===== config.mk =====
export PLATFORM = sky130hd
export DESIGN_NAME = packed_yuv422_to_rgb_converter_flat
export DESIGN_NICKNAME = d
export VERILOG_FILES = /design/src/rtl/yuv2rgb_pkg.sv /design/src/rtl/yuv2rgb_if.sv /design/src/rtl/packed_yuv422_to_rgb_converter.sv /design/src/flat_wrapper.sv
export SDC_FILE = /design/constraint.sdc
export NUM_CORES = 2
export LEC_CHECK = 0
export ABC_AREA = 1
export BUFFER_PORTS_ARGS = -buffer_cell sky130_fd_sc_hd__buf_4
export CAP_MARGIN = 20
export CORE_ASPECT_RATIO = 1.1
export CORE_MARGIN = 2
export CORE_UTILIZATION = 66
export DETAILED_ROUTE_END_ITERATION = 7
export PLACE_DENSITY = 0.83
export SETUP_SLACK_MARGIN = 0.3
export SLEW_MARGIN = 20
export SYNTH_ARGS = -nofsm -noshare
export SYNTH_HDL_FRONTEND = slang
export SYNTH_SLANG_ARGS = --single-unit

===== constraint.sdc =====
create_clock -name clk -period 7.89 [get_ports clk]
set_clock_uncertainty 0.15 [all_clocks]
set_input_delay 0.3945 -clock clk [delete_from_list [all_inputs] [get_ports clk]]
set_output_delay 0.3945 -clock clk [all_outputs]
set_load 0.02 [all_outputs]

===== src/rtl/yuv2rgb_pkg.sv =====
`timescale 1ns / 1ps

package yuv2rgb_pkg;

  // channel payload widths
  localparam int unsigned WORD_W     = 32;
  localparam int unsigned COMP_W     = 8;
  localparam int unsigned CFG_IDX_W  = 3;
  localparam int unsigned CFG_DATA_W = 48;

  // matrix arithmetic widths
  localparam int unsigned COEF_W   = 16;
  localparam int unsigned OFFSET_W = 24;
  localparam int unsigned PROD_W   = 25;
  localparam int unsigned SUM_W    = 27;
  localparam int unsigned NUM_COLORS = 3;

  // configuration register indexes
  typedef enum logic [CFG_IDX_W-1:0] {
    REG_PACK_ORDER   = 3'd0,
    REG_RED_COEFFS   = 3'd1,
    REG_GREEN_COEFFS = 3'd2,
    REG_BLUE_COEFFS  = 3'd3,
    REG_RED_OFFSET   = 3'd4,
    REG_GREEN_OFFSET = 3'd5,
    REG_BLUE_OFFSET  = 3'd6
  } cfg_reg_t;

  // packed byte orders
  typedef enum logic [1:0] {
    PACK_YUY2 = 2'd0,
    PACK_YVYU = 2'd1,
    PACK_UYVY = 2'd2
  } pack_order_t;

endpackage


===== src/rtl/yuv2rgb_if.sv =====
`timescale 1ns / 1ps

// packed macro-pixel stream
interface yuv2rgb_in_if
  import yuv2rgb_pkg::*;
  ();
  logic              valid;
  logic              ready;
  logic [WORD_W-1:0] macro_word;

  modport source (output valid, output macro_word, input ready);
  modport sink   (input valid, input macro_word, output ready);
endinterface

// rgb pixel stream
interface yuv2rgb_out_if
  import yuv2rgb_pkg::*;
  ();
  logic              valid;
  logic              ready;
  logic [COMP_W-1:0] red;
  logic [COMP_W-1:0] green;
  logic [COMP_W-1:0] blue;
  logic              last;

  modport source (output valid, output red, output green, output blue, output last,
                  input ready);
  modport sink   (input valid, input red, input green, input blue, input last,
                  output ready);
endinterface

// register write channel
interface yuv2rgb_cfg_if
  import yuv2rgb_pkg::*;
  ();
  logic                  valid;
  logic                  ready;
  logic [CFG_IDX_W-1:0]  index;
  logic [CFG_DATA_W-1:0] data;

  modport source (output valid, output index, output data, input ready);
  modport sink   (input valid, input index, input data, output ready);
endinterface


===== src/rtl/packed_yuv422_to_rgb_converter.sv =====
`timescale 1ns / 1ps
// The even pixel of a macro-pixel passes the input, product and output registers, and the
// odd (last) pixel follows from the same held word. Throughput: one pixel per cycle while the
// output is not stalled; a new macro-pixel is taken as the odd pixel of the held one moves on.
// The single set of nine coefficient multipliers serves one pixel per cycle, shared by both
// pixels. Reset: config registers go to 0 (YUY2 order, zero matrix) and valid flags clear.

module packed_yuv422_to_rgb_converter
  import yuv2rgb_pkg::*;
#(
  parameter int unsigned COEFF_FRAC_BITS = 13
) (
  input  logic          clk,
  input  logic          rst,
  yuv2rgb_cfg_if.sink   cfg,
  yuv2rgb_in_if.sink    pix_in,
  yuv2rgb_out_if.source pix_out
);

  localparam logic signed [SUM_W-1:0] HALF = SUM_W'(1) << (COEFF_FRAC_BITS - 1);

  // configuration registers
  logic [1:0]          pack_order;
  logic [3*COEF_W-1:0] coeffs  [NUM_COLORS];
  logic [OFFSET_W-1:0] offsets [NUM_COLORS];

  // input stage
  logic              s1_valid;
  logic              s1_phase;
  logic [COMP_W-1:0] s1_y0;
  logic [COMP_W-1:0] s1_y1;
  logic [COMP_W-1:0] s1_u;
  logic [COMP_W-1:0] s1_v;

  // product stage
  logic                     s2_valid;
  logic                     s2_last;
  logic signed [PROD_W-1:0] s2_prod [NUM_COLORS][3];

  // output stage
  logic              s3_valid;
  logic              s3_last;
  logic [COMP_W-1:0] s3_rgb [NUM_COLORS];

  logic s3_load;
  logic s2_load;
  logic emit;
  logic s1_free;
  logic in_xfer;

  logic [COMP_W-1:0] luma;
  logic [COMP_W-1:0] color_val [NUM_COLORS];

  // shift out the fraction and saturate to 0..255 (the caller adds HALF to round)
  function automatic logic [COMP_W-1:0] saturate(input logic signed [SUM_W-1:0] sum);
    logic signed [SUM_W-1:0] whole;
    whole = sum >>> COEFF_FRAC_BITS;
    if (sum[SUM_W-1]) begin
      saturate = '0;
    end else if (whole[SUM_W-1:COMP_W] != '0) begin
      saturate = '1;
    end else begin
      saturate = whole[COMP_W-1:0];
    end
  endfunction

  // register writes
  assign cfg.ready = 1'b1;

  always_ff @(posedge clk) begin
    if (rst) begin
      pack_order <= PACK_YUY2;
      for (int c = 0; c < NUM_COLORS; c++) begin
        coeffs[c]  <= '0;
        offsets[c] <= '0;
      end
    end else if (cfg.valid) begin
      case (cfg_reg_t'(cfg.index))
        REG_PACK_ORDER:   pack_order <= cfg.data[1:0];
        REG_RED_COEFFS:   coeffs[0]  <= cfg.data;
        REG_GREEN_COEFFS: coeffs[1]  <= cfg.data;
        REG_BLUE_COEFFS:  coeffs[2]  <= cfg.data;
        REG_RED_OFFSET:   offsets[0] <= cfg.data[OFFSET_W-1:0];
        REG_GREEN_OFFSET: offsets[1] <= cfg.data[OFFSET_W-1:0];
        REG_BLUE_OFFSET:  offsets[2] <= cfg.data[OFFSET_W-1:0];
        default: ;
      endcase
    end
  end

  // stage advance conditions
  assign s3_load      = !s3_valid || pix_out.ready;
  assign s2_load      = !s2_valid || s3_load;
  assign emit         = s1_valid && s2_load;
  assign s1_free      = emit && s1_phase;
  assign pix_in.ready = !s1_valid || s1_free;
  assign in_xfer      = pix_in.valid && pix_in.ready;

  // input register control: phase 0 emits the even pixel, phase 1 the odd one
  always_ff @(posedge clk) begin
    if (rst) begin
      s1_valid <= 1'b0;
      s1_phase <= 1'b0;
    end else if (in_xfer) begin
      s1_valid <= 1'b1;
      s1_phase <= 1'b0;
    end else if (s1_free) begin
      s1_valid <= 1'b0;
      s1_phase <= 1'b0;
    end else if (emit) begin
      s1_phase <= 1'b1;
    end
  end

  // unpack bytes by order
  always_ff @(posedge clk) begin
    if (in_xfer) begin
      case (pack_order)
        PACK_UYVY: begin
          s1_u  <= pix_in.macro_word[7:0];
          s1_y0 <= pix_in.macro_word[15:8];
          s1_v  <= pix_in.macro_word[23:16];
          s1_y1 <= pix_in.macro_word[31:24];
        end
        PACK_YVYU: begin
          s1_y0 <= pix_in.macro_word[7:0];
          s1_v  <= pix_in.macro_word[15:8];
          s1_y1 <= pix_in.macro_word[23:16];
          s1_u  <= pix_in.macro_word[31:24];
        end
        default: begin
          s1_y0 <= pix_in.macro_word[7:0];
          s1_u  <= pix_in.macro_word[15:8];
          s1_y1 <= pix_in.macro_word[23:16];
          s1_v  <= pix_in.macro_word[31:24];
        end
      endcase
    end
  end

  assign luma = s1_phase ? s1_y1 : s1_y0;

  // coefficient products for the current pixel
  always_ff @(posedge clk) begin
    if (rst) begin
      s2_valid <= 1'b0;
    end else if (s2_load) begin
      s2_valid <= emit;
    end
  end

  always_ff @(posedge clk) begin
    if (emit) begin
      s2_last <= s1_phase;
      for (int c = 0; c < NUM_COLORS; c++) begin
        s2_prod[c][0] <= $signed(coeffs[c][15:0])  * $signed({1'b0, luma});
        s2_prod[c][1] <= $signed(coeffs[c][31:16]) * $signed({1'b0, s1_u});
        s2_prod[c][2] <= $signed(coeffs[c][47:32]) * $signed({1'b0, s1_v});
      end
    end
  end

  // sum with offset and half, then saturate
  always_comb begin
    for (int c = 0; c < NUM_COLORS; c++) begin
      color_val[c] = saturate(SUM_W'(s2_prod[c][0]) + SUM_W'(s2_prod[c][1])
                              + SUM_W'(s2_prod[c][2])
                              + SUM_W'($signed(offsets[c])) + HALF);
    end
  end

  // output register
  always_ff @(posedge clk) begin
    if (rst) begin
      s3_valid <= 1'b0;
    end else if (s3_load) begin
      s3_valid <= s2_valid;
    end
  end

  always_ff @(posedge clk) begin
    if (s3_load && s2_valid) begin
      s3_last <= s2_last;
      for (int c = 0; c < NUM_COLORS; c++) begin
        s3_rgb[c] <= color_val[c];
      end
    end
  end

  assign pix_out.valid = s3_valid;
  assign pix_out.red   = s3_rgb[0];
  assign pix_out.green = s3_rgb[1];
  assign pix_out.blue  = s3_rgb[2];
  assign pix_out.last  = s3_last;

  // odd phase only while an item is held
  a_phase_held: assert property (@(posedge clk) disable iff (rst)
    s1_phase |-> s1_valid)
    else $error("odd phase without a held item");

  // a new item always starts on the even pixel
  a_start_even: assert property (@(posedge clk) disable iff (rst)
    in_xfer |=> s1_valid && !s1_phase)
    else $error("accepted item does not start on the even pixel");

  // no new item while the even pixel is still pending
  a_no_overrun: assert property (@(posedge clk) disable iff (rst)
    (s1_valid && !s1_phase) |-> !pix_in.ready)
    else $error("input ready while the even pixel is pending");

  // odd pixel reaches the output marked last
  a_last_flag: assert property (@(posedge clk) disable iff (rst)
    (s3_load && s2_valid && s2_last) |=> pix_out.valid && pix_out.last)
    else $error("odd pixel lost its last mark");

endmodule


===== src/flat_wrapper.sv =====
// flat-port wrapper written by rule: the top's interface ports become plain ports
module packed_yuv422_to_rgb_converter_flat import yuv2rgb_pkg::*;
#(
  parameter int unsigned COEFF_FRAC_BITS = 13
)
  (clk, rst, cfg_valid, cfg_index, cfg_data, cfg_ready, pix_in_valid, pix_in_macro_word, pix_in_ready, pix_out_valid, pix_out_red, pix_out_green, pix_out_blue, pix_out_last, pix_out_ready);
  yuv2rgb_cfg_if cfg_i ();
  yuv2rgb_in_if pix_in_i ();
  yuv2rgb_out_if pix_out_i ();
  input  logic clk;
  input  logic rst;
  input wire logic [$bits(cfg_i.valid)-1:0] cfg_valid;
  input wire logic [$bits(cfg_i.index)-1:0] cfg_index;
  input wire logic [$bits(cfg_i.data)-1:0] cfg_data;
  output wire logic [$bits(cfg_i.ready)-1:0] cfg_ready;
  input wire logic [$bits(pix_in_i.valid)-1:0] pix_in_valid;
  input wire logic [$bits(pix_in_i.macro_word)-1:0] pix_in_macro_word;
  output wire logic [$bits(pix_in_i.ready)-1:0] pix_in_ready;
  output wire logic [$bits(pix_out_i.valid)-1:0] pix_out_valid;
  output wire logic [$bits(pix_out_i.red)-1:0] pix_out_red;
  output wire logic [$bits(pix_out_i.green)-1:0] pix_out_green;
  output wire logic [$bits(pix_out_i.blue)-1:0] pix_out_blue;
  output wire logic [$bits(pix_out_i.last)-1:0] pix_out_last;
  input wire logic [$bits(pix_out_i.ready)-1:0] pix_out_ready;
  assign cfg_i.valid = cfg_valid;
  assign cfg_i.index = cfg_index;
  assign cfg_i.data = cfg_data;
  assign cfg_ready = cfg_i.ready;
  assign pix_in_i.valid = pix_in_valid;
  assign pix_in_i.macro_word = pix_in_macro_word;
  assign pix_in_ready = pix_in_i.ready;
  assign pix_out_valid = pix_out_i.valid;
  assign pix_out_red = pix_out_i.red;
  assign pix_out_green = pix_out_i.green;
  assign pix_out_blue = pix_out_i.blue;
  assign pix_out_last = pix_out_i.last;
  assign pix_out_i.ready = pix_out_ready;
  packed_yuv422_to_rgb_converter #(.COEFF_FRAC_BITS(COEFF_FRAC_BITS)) u_core (.clk(clk), .rst(rst), .cfg(cfg_i), .pix_in(pix_in_i), .pix_out(pix_out_i));
endmodule

Word-level counts from Yosys, hierarchy flattened
Memory sizes are Yosys's and may differ from the RTL's.
Cells that the tools add are included.
{ "word_totals": {"regBits": 40, "ram_bits": 465, "inputBits": 88, "out_inout_bits": 28, "memories": 4} }
{ "memory_table": {"columns": ["name", "words", "word_bits", "read_ports", "rd_ports_with_merged_regs", "wr", "line_no", "source"], "rows": [
  ["u_core.s2_prod", 3, 75, 3, 0, 3, "packed_yuv422_to_rgb_converter.sv:38", "logic signed [PROD_W-1:0] s2_prod [NUM_COLORS][3];"],
  ["u_core.coeffs", 3, 48, 3, 0, 3, "packed_yuv422_to_rgb_converter.sv:24", "logic [3*COEF_W-1:0] coeffs [NUM_COLORS];"],
  ["u_core.offsets", 3, 24, 3, 0, 3, "packed_yuv422_to_rgb_converter.sv:25", "logic [OFFSET_W-1:0] offsets [NUM_COLORS];"],
  ["u_core.s3_rgb", 3, 8, 3, 0, 3, "packed_yuv422_to_rgb_converter.sv:43", "logic [COMP_W-1:0] s3_rgb [NUM_COLORS];"]
]} }
{ "classes": {"n_eq_ne": 8, "add_sub_neg": 12, "bitwise_logic": 6, "multipliers": 9, "n_mux": 49, "reduce_logical": 17} }
{ "op_table": {"columns": ["cell", "count"], "rows": [
  ["16-bit by 9-bit multiplier with 25-bit output", 9],
  ["48-bit two-way mux", 3],
  ["26-bit by 25-bit adder with 27-bit output", 3],
  ["27-bit by 14-bit adder with 27-bit output (second input constant)", 3],
  ["27-bit by 24-bit adder with 27-bit output", 3],
  ["25-bit by 25-bit adder with 26-bit output", 3],
  ["24-bit two-way mux", 3],
  ["8-bit two-way mux", 9],
  ["19-bit nonzero test", 3],
  ["1-bit two-way mux", 32],
  ["8-bit one-hot mux with 2 select lines", 2],
  ["3-bit equality test (second input constant)", 3],
  ["3-bit by 2-bit equality test with 1-bit output (second input constant)", 2],
  ["1-bit bitwise OR", 6],
  ["1-bit logical AND", 4],
  ["3-bit by 1-bit equality test with 1-bit output (second input constant)", 1],
  ["1-bit logical NOT", 3],
  ["3-bit logical NOT", 1],
  ["1-bit logical OR", 3],
  ["3-bit OR reduction", 1],
  ["2-bit by 1-bit equality test with 1-bit output (second input constant)", 1],
  ["2-bit equality test (second input constant)", 1],
  ["2-bit AND reduction", 1],
  ["2-bit nonzero test", 1]
]} }

Logic depth before layout (Yosys ltp)
{ "logic_depth": {"word_depth": 8, "mapped_depth": 27, "depth_no_buf": 24} }

Worst setup path after synthesis
OpenSTA, ideal clock, no wires.
{ "synth_path": {"path_type": "input to register", "start": "in pix_out_ready", "end": "reg u_core.s2_last (enable)", "arrival_ns": 4.965, "stages": 4, "setup_ns": 0.579, "path_slack_ns": 2.197, "required_ns": 7.161, "path_cell_list": "inv_1 > nand3_1 > nand2_1 > inv_1"} }
{ "synth_between": {"elab_chain_cells": 3} }
{ "synth_rtl": {"columns": ["item", "line_no", "source"], "rows": [
  ["start, declared", "flat_wrapper.sv:24", "input wire logic [$bits(pix_out_i.ready)-1:0] pix_out_ready;"],
  ["1-bit logical OR", "packed_yuv422_to_rgb_converter.sv:92", "assign s3_load = !s3_valid || pix_out.ready;"],
  ["1-bit logical OR", "packed_yuv422_to_rgb_converter.sv:93", "assign s2_load = !s2_valid || s3_load;"],
  ["1-bit logical AND", "packed_yuv422_to_rgb_converter.sv:94", "assign emit = s1_valid && s2_load;"],
  ["net u_core.emit", "packed_yuv422_to_rgb_converter.sv:47", "logic emit;"],
  ["end signal, assigned", "packed_yuv422_to_rgb_converter.sv:154", "s2_last <= s1_phase;"],
  ["end, declared", "packed_yuv422_to_rgb_converter.sv:37", "logic s2_last;"]
]} }
The timed path passes the listed nets, and every way through them passes these cells.
A chain may end at the register's enable or synchronous reset.

==> run summary <==
The overall global routing resource usage is between 30% and 40%. The number of clock sinks came out at just over 500. The number of I/O port buffers came out at approximately 110. Leaving out filler cells and counting taps, the final layout contains roughly 9,600. The root buffer cell is clkbuf_16. Of all cell types, the one taking the most synthesized area is fa_1.

Once the floorplan was initialized, standard cells occupied between 60% and 70% of the core. In this run, the number of DRC markers left after iteration 0 of detailed routing was ~4,800. In this run, synthesis produced a sequential element count of approximately 510.

Setup repair after global routing left no endpoint under its margin. For this run, the slowest stage of the critical path takes about 0.88 ns. Clock-pin slew was measured on the worst setup and hold paths at approximately 0.07 ns. The sort of element at the end of the critical path is a flip-flop. The number of hold violations in the final report came to 0.

The mean instance size in the synthesized netlist came out at 8.51 um2. The die area came out at approximately 110,000 um2. Derived from the worst setup path, the maximum achievable clock frequency is around 0.15 GHz.

Headroom to the max-slew limit came out at 2.31%. From synthesis to final layout, the design area changed by 6.94%. The total detailed-routing wirelength came out at 182,000 um. The die is about 310 um wide. The via count normalized by instance count is between 5 and 6.

Leaving out fill and tap cells, the most frequent cell in the layout is inv_1. The setup violation total in the final timing report came out at 0. The class of the most critical hold timing path is in2reg. The total DRC errors in the routed layout came out at 0.

The setup path with the least slack is of type reg2reg. The clock tree from TritonCTS is yes. The height of the die is 343 um. The post-cts repair resize count came out at 0. The actual transition at the worst max-transition pin came out at around 1.5 ns. The async set-reset flop share out of synthesis came out at 0%. After detailed placement, the design holds a cell count of around 9,500. In this run the remaining antenna-violating nets after routing total 0. Pin placement for this block handled 116 I/O pins.

The net count of the mapped netlist is a little under 10,000. The sequential fraction of the synthesis area came out at between 20% and 30%. The count of maximum capacitance violations is 0. Entering global routing, the biggest net connects about 170 pins. The number of levels the H-tree was split into is 2. After clock tree synthesis, the flow added hold-fix buffers numbering 53.

The via count of the first global-routing pass came out at ~54,000. Among all stages on the critical path, the largest delay is contributed by clkinv_1. The number of max-slew violations in the final report was 0. The number of buffers created by CTS is a little under 60. The netlist uses 53 different library cells. Counting stages on the worst path, the most repeated cell is inv_1. Traced cell by cell, the critical path runs through inv_1 > or2_2 > nand2_1 > buf_4 > clkinv_1 > nand2_1 > fa_1 > fa_1 > inv_1 > fa_1 > inv_1 > fa_1 > inv_1 > ha_1 > a21o_1 > inv_1 > o21ai_1 > nor2_1 > o21ai_1 > a21boi_0 > o21bai_1 > xor2_1. The required time at the worst-slack endpoint is slightly above 8 ns. The area share of the largest cell type after synthesis came out at around 31%.

The cell area after synthesis is ~69,000 um2. The core region is approximately 100,000 um2. Detailed routing inserted a total of between 50,000 and 60,000 vias. After technology mapping, the gate count stands at around 8,100. The proportion of layout cells with a drive suffix above 1 is under 10%. For the worst-skew pair, the clock arrives at the later sink with an insertion delay of 0.69 ns. The weighted congestion reported at the end of routability-driven placement is a little over 1.

The total negative slack for setup checks came out at 0 ns. The number of placement rows is between 100 and 150. For this run, the leading register cell type out of synthesis is edfxtp_1. The highest fanout seen on the critical path came out at 32. The remaining global-route overflow is 0. The share of the clock period used by the worst path came out at between 80% and 90%. The number of flops mapped to enable cells by yosys is about 500. The wire length per cell after detailed routing came out at around 19 um.

The HPWL after detailed placement is approximately 150,000 um. The flow ran to the end, and the final reports show no timing, DRC or antenna violations. Ranked by total cell area, the synthesized netlist is headed by fa_1 31%, edfxtp_1 22%, inv_1 14%, ha_1 11%, nand2_1 8.8%.

The buffers inserted during post-CTS setup optimization is 0. The minimum period implied by the final worst setup slack came out at 6.84 ns. The top cell types in the final layout, fill and taps aside, are 2,603 x inv_1, 1,620 x nand2_1, 1,068 x fa_1, 593 x ha_1, 499 x edfxtp_1. The number of antenna violations at the first check in global routing came out at 22. The Yosys warning count is 0. The first global-routing pass estimated 289,000 um of wire.

STA classifies the critical path startpoint as a flip-flop. The number of iterations in the first detailed-routing pass came out at 8. The final-stage net count is about 10,000. The number of buffers on the longest clock path came out at 3.

For the worst setup path, the data arrival time is between 7 and 8 ns.
==> layer usage <==
metal	part of all wire, %	global-route usage, %	routed length [um]
met5	0.039	0	70
met3	9.3	6.70	16900
met1	37	44.1	67200
met2	47	57.7	85700
met4	6.5	19.1	11900
==> synth_stat cells, drive strengths merged, types with 7 or more instances <==
| cell type | number |
|---|---|
| nand3 | 122 |
| o211ai | 10 |
| nand4 | 28 |
| buf | 33 |
| nor3 | 33 |
| a21o | 17 |
| a31oi | 18 |
| nor4 | 7 |
| o21ai | 154 |
| nor2 | 472 |
| ha | 593 |
| xnor2 | 109 |
| o21a | 8 |
| a21oi | 281 |
| or2 | 12 |
| xor2 | 133 |
| clkbuf | 196 |
| o22ai | 16 |
| fa | 1068 |
| inv | 2609 |
| o21bai | 33 |
| nand2 | 1636 |
| edfxtp | 499 |
==> critical path, delay by kind of cell (launching register included) <==
kind,cells,cell delay (ns)
compound gates,5,0.84
xor+xnor,1,0.15
fa+ha+maj,5,2.27
buf+inv,7,1.68
flops,1,0.61
simple gates,4,0.83
==> area by class of cell <==
cell class | count | area, um2
Clock buffer | 65 | 1530
Timing Repair Buffer | 226 | 1840
Fill cell | 7621 | 30000
Clock inverter | 47 | 561
Inverter | 2612 | 9810
Sequential cell | 505 | 15100
Antenna cell | 18 | 45.0
Tap cell | 1386 | 1730
Multi-Input combinational cell | 4779 | 43300
==> cells by family (layout without fill, tap and decap cells) <==
kind of cell | count (synthesis) | after routing | synth area share (%)
AO/OA/AOI/OAI | 556 | 556 | 4.45
XOR/XNOR | 242 | 242 | 3.07
adder cells (fa/ha/maj) | 1661 | 1661 | 41.7
buffers and inverters | 2841 | 2950 | 15.6
flip-flops | 505 | 505 | 21.8
multiplexers | 2 | 2 | 0.0290
other | 1 | 19 | 0.00542
AND/OR/NAND/NOR | 2317 | 2317 | 13.3
==> flip-flops by register name, summed over array words and instances, names as in the netlist, 2 cells and up <==
name	cells
u_core.coeffs	144
u_core.s1_u	8
u_core.s3_rgb	24
u_core.s1_y0	8
u_core.s1_y1	8
u_core.s1_v	8
u_core.offsets	72
u_core.s2_prod	225
u_core.pack_order	2
==> metrics by stage <==
| step | area (um2) | setup WS, ns | hold WS, ns | util, % |
|---|---|---|---|---|
| finish | 73900 | 1.05 | 0.0246 | 71.1 |
| global route | 73900 | 0.728 | 0.0168 | 71.1 |
| CTS | 73900 | 1.11 | 0.00118 | 71.1 |
| detailed placement | 71300 | 1.13 | 0.257 | 68.6 |
| global placement | 71300 | 1.23 | 0.270 | 68.6 |
| floorplan | 69100 | 2.20 | 0.250 | - |
==> worst paths after layout <==
path,startpoint,to,slack [ns],cells past startpoint
worst max-delay path,u_core.s1_phase,u_core.s2_prod[0][69],1.05,22
worst min-delay path,cfg_data[16],u_core.coeffs[0][112],0.02,3
worst max register to register,u_core.s1_phase,u_core.s2_prod[0][69],1.05,22
worst min register to register,u_core.s2_last,u_core.pix_out.last,0.27,0
Power is not shown: default switching activity piles up to over one toggle a cycle in this logic, so the estimate is an artifact.
